[src/rtl/core/sudf_pkg.sv]
// sudf_pkg: shared types, codes and the crc-8 byte function of the datagram framer
// no dependencies; used by stepper_uart_datagram_framer
package sudf_pkg;

	typedef enum logic [1:0] {
		ST_IDLE,
		ST_EMIT,
		ST_REPLY
	} state_t;

	typedef logic [1:0] cmd_t;

	localparam cmd_t CMD_WRITE = 2'd0;
	localparam cmd_t CMD_READ  = 2'd1;
	localparam cmd_t CMD_REPLY = 2'd2;

	localparam logic [7:0] CRC_POLY   = 8'h07;
	localparam logic [7:0] SYNC_RESET = 8'h05;
	localparam logic [2:0] WRITE_LAST = 3'd7;
	localparam logic [2:0] READ_LAST  = 3'd3;
	localparam logic [2:0] REPLY_LAST = 3'd7;

	// crc-8, poly 0x07, data taken lsb first
	function automatic logic [7:0] crc8_byte(input logic [7:0] crc, input logic [7:0] b);
		logic [7:0] c;
		c = crc;
		for (int i = 0; i < 8; i++) begin
			if (c[7] ^ b[i]) begin
				c = {c[6:0], 1'b0} ^ CRC_POLY;
			end else begin
				c = {c[6:0], 1'b0};
			end
		end
		return c;
	endfunction

endpackage

[src/rtl/core/stepper_uart_datagram_framer.sv]
// stepper_uart_datagram_framer: request datagram builder and reply collector
// depends on sudf_pkg (state type, command codes, crc-8 byte function)
// sequence: a command transaction moves the sequencer to ST_EMIT, and the first request byte
//   is then registered into the output slot once it is free; one byte per cycle after that
//   while the sink keeps up (8 bytes write, 4 bytes read); s_tready is high only in ST_IDLE,
//   so no command is taken mid-datagram; the single crc-8 byte unit serves one byte per cycle
// reset: arst_n clears the sequencer, the output slot and the reply collector, sync_byte -> 5
module stepper_uart_datagram_framer (
	input  logic        clk,
	input  logic        arst_n,
	// configuration: sync_byte
	input  logic        cfg_valid,
	output logic        cfg_ready,
	input  logic [7:0]  cfg_data,
	// command channel
	input  logic        s_tvalid,
	output logic        s_tready,
	input  logic [55:0] s_tdata,  // node_addr[7:0], reg_addr[14:8], write_data[46:15],
	                              // rx_byte[54:47], zero pad[55]
	input  logic [1:0]  s_tuser,  // cmd[1:0]
	// result channel
	output logic        m_tvalid,
	input  logic        m_tready,
	output logic [55:0] m_tdata,  // tx_byte[7:0], reply_reg[15:8], reply_data[47:16],
	                              // status[48], zero pad[55:49]
	output logic        m_tlast,  // last
	output logic [0:0]  m_tuser   // kind[0]
);

	// unpacked command fields
	logic [1:0]  cmd_in;
	logic [7:0]  addr_in;
	logic [6:0]  reg_in;
	logic [31:0] data_in;
	logic [7:0]  rx_in;

	assign cmd_in  = s_tuser;
	assign addr_in = s_tdata[7:0];
	assign reg_in  = s_tdata[14:8];
	assign data_in = s_tdata[46:15];
	assign rx_in   = s_tdata[54:47];

	// sequencer and latched request
	sudf_pkg::state_t state_q, state_d;
	logic [2:0]  idx_q;
	logic        wr_q;
	logic [7:0]  addr_q;
	logic [6:0]  reg_q;
	logic [31:0] data_q;
	logic [7:0]  rx_q;
	logic [7:0]  txcrc_q;
	logic [7:0]  sync_q;

	// reply collector
	logic [2:0]  count_q;
	logic [7:0]  rcrc_q;
	logic [31:0] rshift_q;
	logic [7:0]  rreg_q;

	// output slot
	logic        ovalid_q;
	logic        okind_q;
	logic [7:0]  otx_q;
	logic        olast_q;
	logic [7:0]  oreg_q;
	logic [31:0] odata_q;
	logic        ostat_q;

	logic       in_acc;
	logic       slot_free;
	logic       emit_fire;
	logic       reply_fire;
	logic [7:0] emit_byte;
	logic [2:0] last_idx;
	logic       emit_last;
	logic [7:0] crc_a;
	logic [7:0] crc_b;
	logic [7:0] crc_y;

	assign cfg_ready = 1'b1;
	assign in_acc    = s_tvalid && s_tready;
	// slot frees up when empty or when its transaction completes this cycle
	assign slot_free = !ovalid_q || m_tready;

	// byte picked for the current position of the datagram
	always_comb begin
		case (idx_q)
			3'd0: emit_byte = sync_q;
			3'd1: emit_byte = addr_q;
			3'd2: emit_byte = {wr_q, reg_q};
			3'd3: emit_byte = wr_q ? data_q[31:24] : txcrc_q;
			3'd4: emit_byte = data_q[23:16];
			3'd5: emit_byte = data_q[15:8];
			3'd6: emit_byte = data_q[7:0];
			default: emit_byte = txcrc_q;
		endcase
	end

	assign last_idx  = wr_q ? sudf_pkg::WRITE_LAST : sudf_pkg::READ_LAST;
	assign emit_last = (idx_q == last_idx);

	// the one crc-8 byte unit, shared by request emission and reply collection
	assign crc_a = (state_q == sudf_pkg::ST_EMIT) ? txcrc_q : rcrc_q;
	assign crc_b = (state_q == sudf_pkg::ST_EMIT) ? emit_byte : rx_in;
	assign crc_y = sudf_pkg::crc8_byte(crc_a, crc_b);

	// next state
	always_comb begin
		state_d = state_q;
		unique case (state_q)
			sudf_pkg::ST_IDLE: begin
				if (in_acc) begin
					if (cmd_in == sudf_pkg::CMD_WRITE || cmd_in == sudf_pkg::CMD_READ) begin
						state_d = sudf_pkg::ST_EMIT;
					end else if (cmd_in == sudf_pkg::CMD_REPLY &&
					             count_q == sudf_pkg::REPLY_LAST) begin
						state_d = sudf_pkg::ST_REPLY;
					end
				end
			end
			sudf_pkg::ST_EMIT: begin
				if (slot_free && emit_last) begin
					state_d = sudf_pkg::ST_IDLE;
				end
			end
			sudf_pkg::ST_REPLY: begin
				if (slot_free) begin
					state_d = sudf_pkg::ST_IDLE;
				end
			end
			default: state_d = sudf_pkg::ST_IDLE;
		endcase
	end

	// sequencer outputs
	always_comb begin
		s_tready   = 1'b0;
		emit_fire  = 1'b0;
		reply_fire = 1'b0;
		unique case (state_q)
			sudf_pkg::ST_IDLE:  s_tready   = 1'b1;
			sudf_pkg::ST_EMIT:  emit_fire  = slot_free;
			sudf_pkg::ST_REPLY: reply_fire = slot_free;
			default: s_tready = 1'b0;
		endcase
	end

	// control registers
	always_ff @(posedge clk or negedge arst_n) begin
		if (!arst_n) begin
			state_q  <= sudf_pkg::ST_IDLE;
			idx_q    <= '0;
			sync_q   <= sudf_pkg::SYNC_RESET;
			ovalid_q <= 1'b0;
			count_q  <= '0;
			rcrc_q   <= '0;
			rshift_q <= '0;
			rreg_q   <= '0;
		end else begin
			state_q <= state_d;
			if (cfg_valid && cfg_ready) begin
				sync_q <= cfg_data;
			end
			if (emit_fire || reply_fire) begin
				ovalid_q <= 1'b1;
			end else if (m_tready) begin
				ovalid_q <= 1'b0;
			end
			if (in_acc) begin
				idx_q <= '0;
			end else if (emit_fire) begin
				idx_q <= idx_q + 3'd1;
			end
			// collector: read request and closing reply both clear it
			if (in_acc && cmd_in == sudf_pkg::CMD_READ) begin
				count_q  <= '0;
				rcrc_q   <= '0;
				rshift_q <= '0;
				rreg_q   <= '0;
			end else if (in_acc && cmd_in == sudf_pkg::CMD_REPLY &&
			             count_q != sudf_pkg::REPLY_LAST) begin
				if (count_q == 3'd2) begin
					rreg_q <= rx_in;
				end
				rcrc_q   <= crc_y;
				rshift_q <= {rshift_q[23:0], rx_in};
				count_q  <= count_q + 3'd1;
			end else if (reply_fire) begin
				count_q  <= '0;
				rcrc_q   <= '0;
				rshift_q <= '0;
				rreg_q   <= '0;
			end
		end
	end

	// payload registers
	always_ff @(posedge clk) begin
		if (in_acc) begin
			wr_q    <= (cmd_in == sudf_pkg::CMD_WRITE);
			addr_q  <= addr_in;
			reg_q   <= reg_in;
			data_q  <= data_in;
			rx_q    <= rx_in;
			txcrc_q <= '0;
		end else if (emit_fire) begin
			txcrc_q <= crc_y;
		end
		if (emit_fire) begin
			okind_q <= 1'b0;
			otx_q   <= emit_byte;
			olast_q <= emit_last;
			oreg_q  <= '0;
			odata_q <= '0;
			ostat_q <= 1'b0;
		end else if (reply_fire) begin
			okind_q <= 1'b1;
			otx_q   <= '0;
			olast_q <= 1'b0;
			oreg_q  <= rreg_q;
			odata_q <= rshift_q;
			ostat_q <= (rcrc_q != rx_q);
		end
	end

	assign m_tvalid = ovalid_q;
	assign m_tdata  = {7'd0, ostat_q, odata_q, oreg_q, otx_q};
	assign m_tlast  = olast_q;
	assign m_tuser  = okind_q;

	// a completed reply never carries the datagram end mark
	a_reply_not_last: assert property (@(posedge clk) disable iff (!arst_n)
		m_tvalid && m_tuser[0] |-> !m_tlast)
		else $error("reply result marked as last");

	// the closing reply state is entered only with a full collector
	a_reply_full: assert property (@(posedge clk) disable iff (!arst_n)
		state_q == sudf_pkg::ST_REPLY |-> count_q == sudf_pkg::REPLY_LAST)
		else $error("reply emitted before seven bytes were collected");

	// emission never runs past the crc position of its datagram
	a_idx_bound: assert property (@(posedge clk) disable iff (!arst_n)
		state_q == sudf_pkg::ST_EMIT |-> idx_q <= last_idx)
		else $error("datagram index past crc byte");

	// a stalled result slot holds its byte while emission waits
	a_emit_hold: assert property (@(posedge clk) disable iff (!arst_n)
		state_q == sudf_pkg::ST_EMIT && m_tvalid && !m_tready |=> $stable(idx_q))
		else $error("datagram advanced while output stalled");

endmodule
[config.mk]
export PLATFORM = sky130hd
export DESIGN_NAME = stepper_uart_datagram_framer
export DESIGN_NICKNAME = d
export VERILOG_FILES = /design/src/rtl/core/sudf_pkg.sv /design/src/rtl/core/stepper_uart_datagram_framer.sv
export SDC_FILE = /design/constraint.sdc
export NUM_CORES = 1
export LEC_CHECK = 0
export BUFFER_PORTS_ARGS = -buffer_cell sky130_fd_sc_hd__buf_4
export CORE_ASPECT_RATIO = 0.9
export CORE_MARGIN = 2
export CORE_UTILIZATION = 35
export CTS_BUF_LIST = sky130_fd_sc_hd__clkbuf_8 sky130_fd_sc_hd__clkbuf_16
export DETAILED_ROUTE_END_ITERATION = 10
export GPL_TIMING_DRIVEN = 0
export PLACE_DENSITY = 0.62
export SKIP_LAST_GASP = 1
export SLEW_MARGIN = 0
export SYNTH_ARGS = -nofsm -noshare
export SYNTH_HDL_FRONTEND = slang
export SYNTH_SLANG_ARGS = --single-unit
[constraint.sdc]
create_clock -name clk -period 6.31 [get_ports clk]
set_clock_uncertainty 0.15 [all_clocks]
set_input_delay 0.9465 -clock clk [delete_from_list [all_inputs] [get_ports clk]]
set_output_delay 0.9465 -clock clk [all_outputs]
set_load 0.05 [all_outputs]
**After elaboration in Yosys (flattened, before gate mapping)**

Index checks and enable logic that the tools add are counted.

- Flip-flop bits (word level): 180
- Output and inout bits: 61
- Logic and storage cells: 118
- Bits of input ports: 71

- Bitwise operators: 16
- $add $sub $neg: 2
- Reductions and logical operators: 19
- Multiplexer cells: 41
- Equal/unequal tests: 20

Operators by type and width:

| operator | count |
|---|---|
| $mux W32 | 3 |
| $mux W8 | 10 |
| $pmux W8 S7 | 1 |
| $mux W3 | 14 |
| $not A3 Y3 | 8 |
| $eq A3 B3 Y1 const B | 4 |
| $mux W2 | 5 |
| $eq A3 B2 Y1 const B | 3 |
| $ne A8 B8 Y1 | 1 |
| $xor A1 B1 Y1 | 8 |
| $mux W1 | 7 |
| $add A3 B1 Y3 const B | 2 |
| $logic_and A1 B1 Y1 | 6 |
| $ne A3 B3 Y1 const B | 2 |
| $pmux W2 S3 | 1 |
| $reduce_bool A2 Y1 | 3 |
| $eq A2 B1 Y1 const B | 2 |
| $eq A2 B2 Y1 const B | 2 |
| $logic_not A2 Y1 | 2 |
| $ne A2 B2 Y1 const B | 2 |
| $reduce_and A4 Y1 | 1 |
| $eq A3 B1 Y1 const B | 1 |
| $eq A3 B3 Y1 | 1 |
| $logic_not A3 Y1 | 1 |
| 6 further kinds | 8 |

**Longest topological paths before layout**

- Depth after elaboration: 21
- Gate-level depth with buffers: 13
- Depth with buffers taken out: 10

**Least setup slack after synthesis**

No wires, ideal clock.

- Kind: register -> register
- Start: register state_q[0]
- End: register rreg_q[0]
- Period minus slack after synthesis: 4,474 ps
- Path buffers: 3
- Cell stages (with the launch flop): 10
- Slack: 1,836 ps
- Library setup time: 128 ps
- Data required time: 6,032 ps
- Data arrival time: 4,196 ps
- Cell sequence: dfrtp_1 > clkbuf_1 > nor2_1 > and2_1 > clkbuf_1 > a21oi_1 > a21o_1 > buf_1 > nand2_1 > o21ai_0

- Longest elaborated chain between the ends: 7
- Elaborated cells on any way between the ends: 13
- Classes of those cells: eq/ne (2); mux (4); reduce/logical (7)

Ends and longest elaborated chain:

| what | RTL line | text |
|---|---|---|
| start: declaration | stepper_uart_datagram_framer.sv:44 | `sudf_pkg::state_t state_q, state_d;` |
| start signal: assignment | stepper_uart_datagram_framer.sv:151 | `state_q <= sudf_pkg::ST_IDLE;` |
| start signal: assignment | stepper_uart_datagram_framer.sv:160 | `state_q <= state_d;` |
| $logic_not A2 Y1 (*) | stepper_uart_datagram_framer.sv:140 | `unique case (state_q)` |
| $mux W1 (*) | stepper_uart_datagram_framer.sv:140 |  |
| net s_tready | stepper_uart_datagram_framer.sv:17 | `output logic s_tready,` |
| $logic_and A1 B1 Y1 (*) | stepper_uart_datagram_framer.sv:81 | `assign in_acc = s_tvalid && s_tready;` |
| net in_acc | stepper_uart_datagram_framer.sv:69 | `logic in_acc;` |
| $logic_and A1 B1 Y1 (2 in a row) | stepper_uart_datagram_framer.sv:180 | `end else if (in_acc && cmd_in == sudf_pkg::CMD_REPLY &&` |
| $ne A3 B2 Y1 (no line) (tied with other cells) | n/a |  |
| $reduce_and A2 Y1 (no line) / $mux W8 (equally long branches) | n/a |  |
| end signal: assignment | stepper_uart_datagram_framer.sv:183 | `rreg_q <= rx_in;` |
| end: declaration | stepper_uart_datagram_framer.sv:58 | `logic [7:0] rreg_q;` |

The timed path passes the listed nets; every way through them passes the cells marked *.
A chain may end at the register's enable or synchronous reset.

**Worst setup path in the final report**

- Start: register idx_q[2]
- End: register txcrc_q[6]

- Longest elaborated chain between the ends: 9
- Elaborated cells on any way between the ends: 17
- Classes of those cells: eq/ne (6); mux (5); bitwise (5); reduce/logical (1)

Ends and longest elaborated chain:

| what | RTL line | text |
|---|---|---|
| start: declaration | stepper_uart_datagram_framer.sv:45 | `logic [2:0] idx_q;` |
| start signal: assignment | stepper_uart_datagram_framer.sv:172 | `idx_q <= idx_q + 3'd1;` |
| $eq A3 B3 Y1 (tied with other cells) | stepper_uart_datagram_framer.sv:87 | `case (idx_q)` |
| $pmux W8 S7 (*) | stepper_uart_datagram_framer.sv:87 |  |
| $mux W8 (*) | stepper_uart_datagram_framer.sv:104 | `assign crc_b = (state_q == sudf_pkg::ST_EMIT) ? emit_byte : rx_in;` |
| $xor A1 B1 Y1 | sudf_pkg.sv:28 | `if (c[7] ^ b[i]) begin` |
| $mux W3 | sudf_pkg.sv:28 |  |
| $not A3 Y3 (no line) | n/a |  |
| $mux W3 | sudf_pkg.sv:28 |  |
| $not A3 Y3 (no line) | n/a |  |
| $mux W3 (*) | sudf_pkg.sv:28 |  |
| end signal: assignment | stepper_uart_datagram_framer.sv:207 | `txcrc_q <= crc_y;` |
| end: declaration | stepper_uart_datagram_framer.sv:51 | `logic [7:0] txcrc_q;` |

Every way passes the cells marked *; elsewhere a longest branch is shown, timed or not.

==> impl_metrics.tcl <==
set metrics [dict create \
    run_status "completed" \
    powerDensity_nw_per_um2 484 \
    ys_seq_area_frac 0.623 \
    vias 5167 \
    grt_max_degree 66 \
    remaining_drc_errors 0 \
    grt_pass1_vias 5108 \
    path_class "reg -> reg" \
    cts_setup_buffers 0 \
    dieArea_um2 22200 \
    path_clk_slew_ps 60 \
    netlist_instances 637 \
    initial_core_util 0.355 \
    grt-ovfl-total 0 \
    tritoncts "done" \
    cp-end-kind "register" \
    p_switching_mw 1.69 \
    worstRegToRegCells 13 \
    clk_latency_ps 430 \
    ys_types 48 \
    yosys_warnings 0 \
    antenna_found_initial 1 \
    hp-start "odata_q[16]" \
    syn_area_per_cell_um2 11.5 \
    finalNetCount 862 \
    syn_to_final_growth_pct 25.4 \
    ys_ff_latch 180 \
    cts_sinks 180 \
    hold_viol_final 0 \
    irDropWorstVdd_mv 0.259 \
    port_buffers 121 \
    dr.pass1.iters 6 \
    hpwl_mm 12.7 \
    vias_per_cell 4.77 \
    slew_headroom 0.207 \
    min_path_cells 2 \
    synth_top_cell_area_share 0.265 \
    drv_slew 0 \
    path_max_fanout 10 \
    r2r-end "txcrc_q[6]" \
    sw_frac_of_total 0.379 \
    pre_cts_ws_ps 2660 \
    totalWireLength_mm 17.7 \
    yosysMostFrequentCell "nand2_1" \
    syn_area_um2 7360 \
    grt_pass1_wl_mm 27.6 \
    power_leakage_nw 3.83 \
    r2r_slack_ps 2910 \
    synthTopCellsByArea "edfxtp_1 (27%), dfrtp_1 (21%), dfxtp_1 (14%)" \
    finalCriticalPeriod_ps 3400 \
    core-area_um2 20700 \
    clockPowerShare 0.231 \
    fmax_mhz 294 \
    ctsRootBufferMaster "clkbuf_16" \
    drt_iter0_drc 251 \
    num_rows 50 \
    hold_slack_ps 306 \
    sequentialPowerShare 0.377 \
    ant_nets 0 \
    cts_hold_buf 0 \
    yosysTopAreaCell "edfxtp_1" \
    synth-edff-count 65 \
    fin_ws_ps 2910 \
    ys_top_cells_by_count "nand2_1 (130), edfxtp_1 (65), dfrtp_1 (63)" \
    drive_above_1_share 0.255 \
    clock_path_buffers 2 \
    worstMarginPinSlew_ps 1190 \
    fin_crit_sh 0.539 \
    setup_viol 0 \
    hold_end "odata_q[16]" \
    setup-tns-final_ps 0 \
    ys.flop_type "edfxtp_1" \
    io_pins 132 \
    n_fill_cell 1969 \
    worstSetupStartpointType "register" \
    cts_buffers 17 \
    cap_violations 0 \
    gp_congestion 0.744 \
    dieHeight_um 142 \
    r2r-start "idx_q[2]" \
    synthArstFlopShare 0.361 \
    p_int_mw 2.77 \
    rsz0062_at_grt "false" \
    cp.required_ps 6480 \
    hp-class "reg -> reg" \
    cts_resized 0 \
    die_w_um 157 \
    grt_use_total 0.163 \
    h-tree-depth 4 \
    post_drt_wl_per_cell_um 16.3 \
    crit_arrival_ps 3570 \
    p_comb_frac 0.393 \
]
-- critical path, stage by stage, from the launching register on --
cell and delay (ps):
dfrtp_1 460, buf_6 200, inv_2 100, ha_1 200
buf_2 190, nor4_2 340, buf_2 320, a22oi_1 150
nand3_1 170, xor2_1 180, a21oi_1 130, xnor2_1 310
xnor2_1 160, a22o_1 240
-- registers in the layout, indices dropped and copies added, names as in the netlist --
register	cells
data_q	32
odata_q	32
rshift_q	32
addr_q	8
oreg_q	8
otx_q	8
rcrc_q	8
rreg_q	8
rx_q	8
sync_q	8
txcrc_q	8
reg_q	7
count_q	3
idx_q	3
state_q	2
m_tlast	1
m_tuser	1
m_tvalid	1
ostat_q	1
wr_q	1
-- cells by family after synthesis --
| family | share of synthesized area |
|---|---|
| AND/OR/NAND/NOR | 0.102 |
| flip-flops | 0.623 |
| AO/OA/AOI/OAI | 0.131 |
| buffers and inverters | 0.0345 |
| XOR/XNOR | 0.0485 |
| multiplexers | 0.0461 |
| adder cells (fa/ha/maj) | 0.0136 |
| other | 0.00102 |
-- cell usage in the layout, fill, tap and decap left out, types with 3 or more instances in the layout --
| master | Yosys | routed |
|---|---|---|
| clkbuf_1 | 28 | 27 |
| a221o_1 | 3 | 3 |
| mux2_1 | 4 | 4 |
| o21ai_0 | 16 | 16 |
| o21ai_1 | 7 | 7 |
| xor2_1 | 16 | 16 |
| dfxtp_1 | 50 | 50 |
| nand2_1 | 130 | 130 |
| buf_4 | 9 | 130 |
| buf_2 | 8 | 8 |
| clkbuf_16 | 0 | 19 |
| nand2b_1 | 5 | 5 |
| mux2_2 | 23 | 23 |
| xnor2_1 | 21 | 21 |
| nand3_1 | 8 | 8 |
| conb_1 | 2 | 8 |
| nor2_1 | 21 | 21 |
| a21oi_1 | 49 | 49 |
| edfxtp_1 | 65 | 65 |
| ha_1 | 8 | 8 |
| inv_1 | 4 | 7 |
| inv_6 | 0 | 3 |
| buf_1 | 3 | 3 |
| a31oi_1 | 4 | 4 |
| a22oi_1 | 12 | 12 |
| dfrtp_1 | 63 | 63 |
| and2_1 | 5 | 5 |
| a22o_1 | 40 | 40 |
| a222oi_1 | 3 | 3 |
-- metal layers --
metal | track usage | up-vias | share of wire
met1 | 0.232 | 2504 | 0.48
li1 | - | 2524 | -
met5 | 0 | - | 0
met4 | 0.0381 | 0 | 0.0073
met3 | 0.0492 | 10 | 0.064
met2 | 0.247 | 129 | 0.45
-- cell type report --
| type | count | area (µm²) | area share |
|---|---|---|---|
| Inverter | 5 | 18.8 | 0.00203 |
| Sequential cell | 180 | 4580 | 0.497 |
| Timing Repair Buffer | 121 | 908 | 0.0984 |
| Multi-Input combinational cell | 409 | 2540 | 0.276 |
| Clock inverter | 13 | 101 | 0.0110 |
| Antenna cell | 1 | 2.50 | 0.000271 |
| Tap cell | 286 | 358 | 0.0388 |
| Buffer | 49 | 239 | 0.0259 |
| Clock buffer | 19 | 475 | 0.0515 |
-- worst max-delay path by stage --
| stage | from | slack [ps] | end | depth (start not counted) |
|---|---|---|---|---|
| floorplan | state_q[0] | 1840 | rreg_q[0] | 9 |
| global placement | s_tvalid | 660 | rreg_q[7] | 8 |
| detailed placement | s_tvalid | 2660 | rreg_q[3] | 8 |
| CTS | idx_q[2] | 2950 | txcrc_q[6] | 13 |
| global route | idx_q[2] | 2690 | txcrc_q[6] | 13 |
| finish | idx_q[2] | 2910 | txcrc_q[6] | 13 |
-- per-stage QoR --
stage	cell area (µm²)	total power [mW]	utilization	cells
final	9230	4.46	0.446	1083
after global routing	9230	4.73	0.445	1082
after CTS	9230	4.48	0.445	1082
after detailed placement	8650	3.44	0.418	1050
after global placement	8640	3.43	0.417	1050
after floorplan	7380	2.97	-	643
-- power groups by stage --
| stage | combinational [mW] | clock (mW) | sequential [mW] |
|---|---|---|---|
| finish | 1.75 | 1.03 | 1.68 |
| global route | 1.92 | 1.10 | 1.71 |
| global placement | 1.73 | 0 | 1.71 |
| floorplan | 1.21 | 0 | 1.76 |
| detailed placement | 1.74 | 0 | 1.70 |
| CTS | 1.75 | 1.05 | 1.68 |
Power figures use the tool's default switching activity.
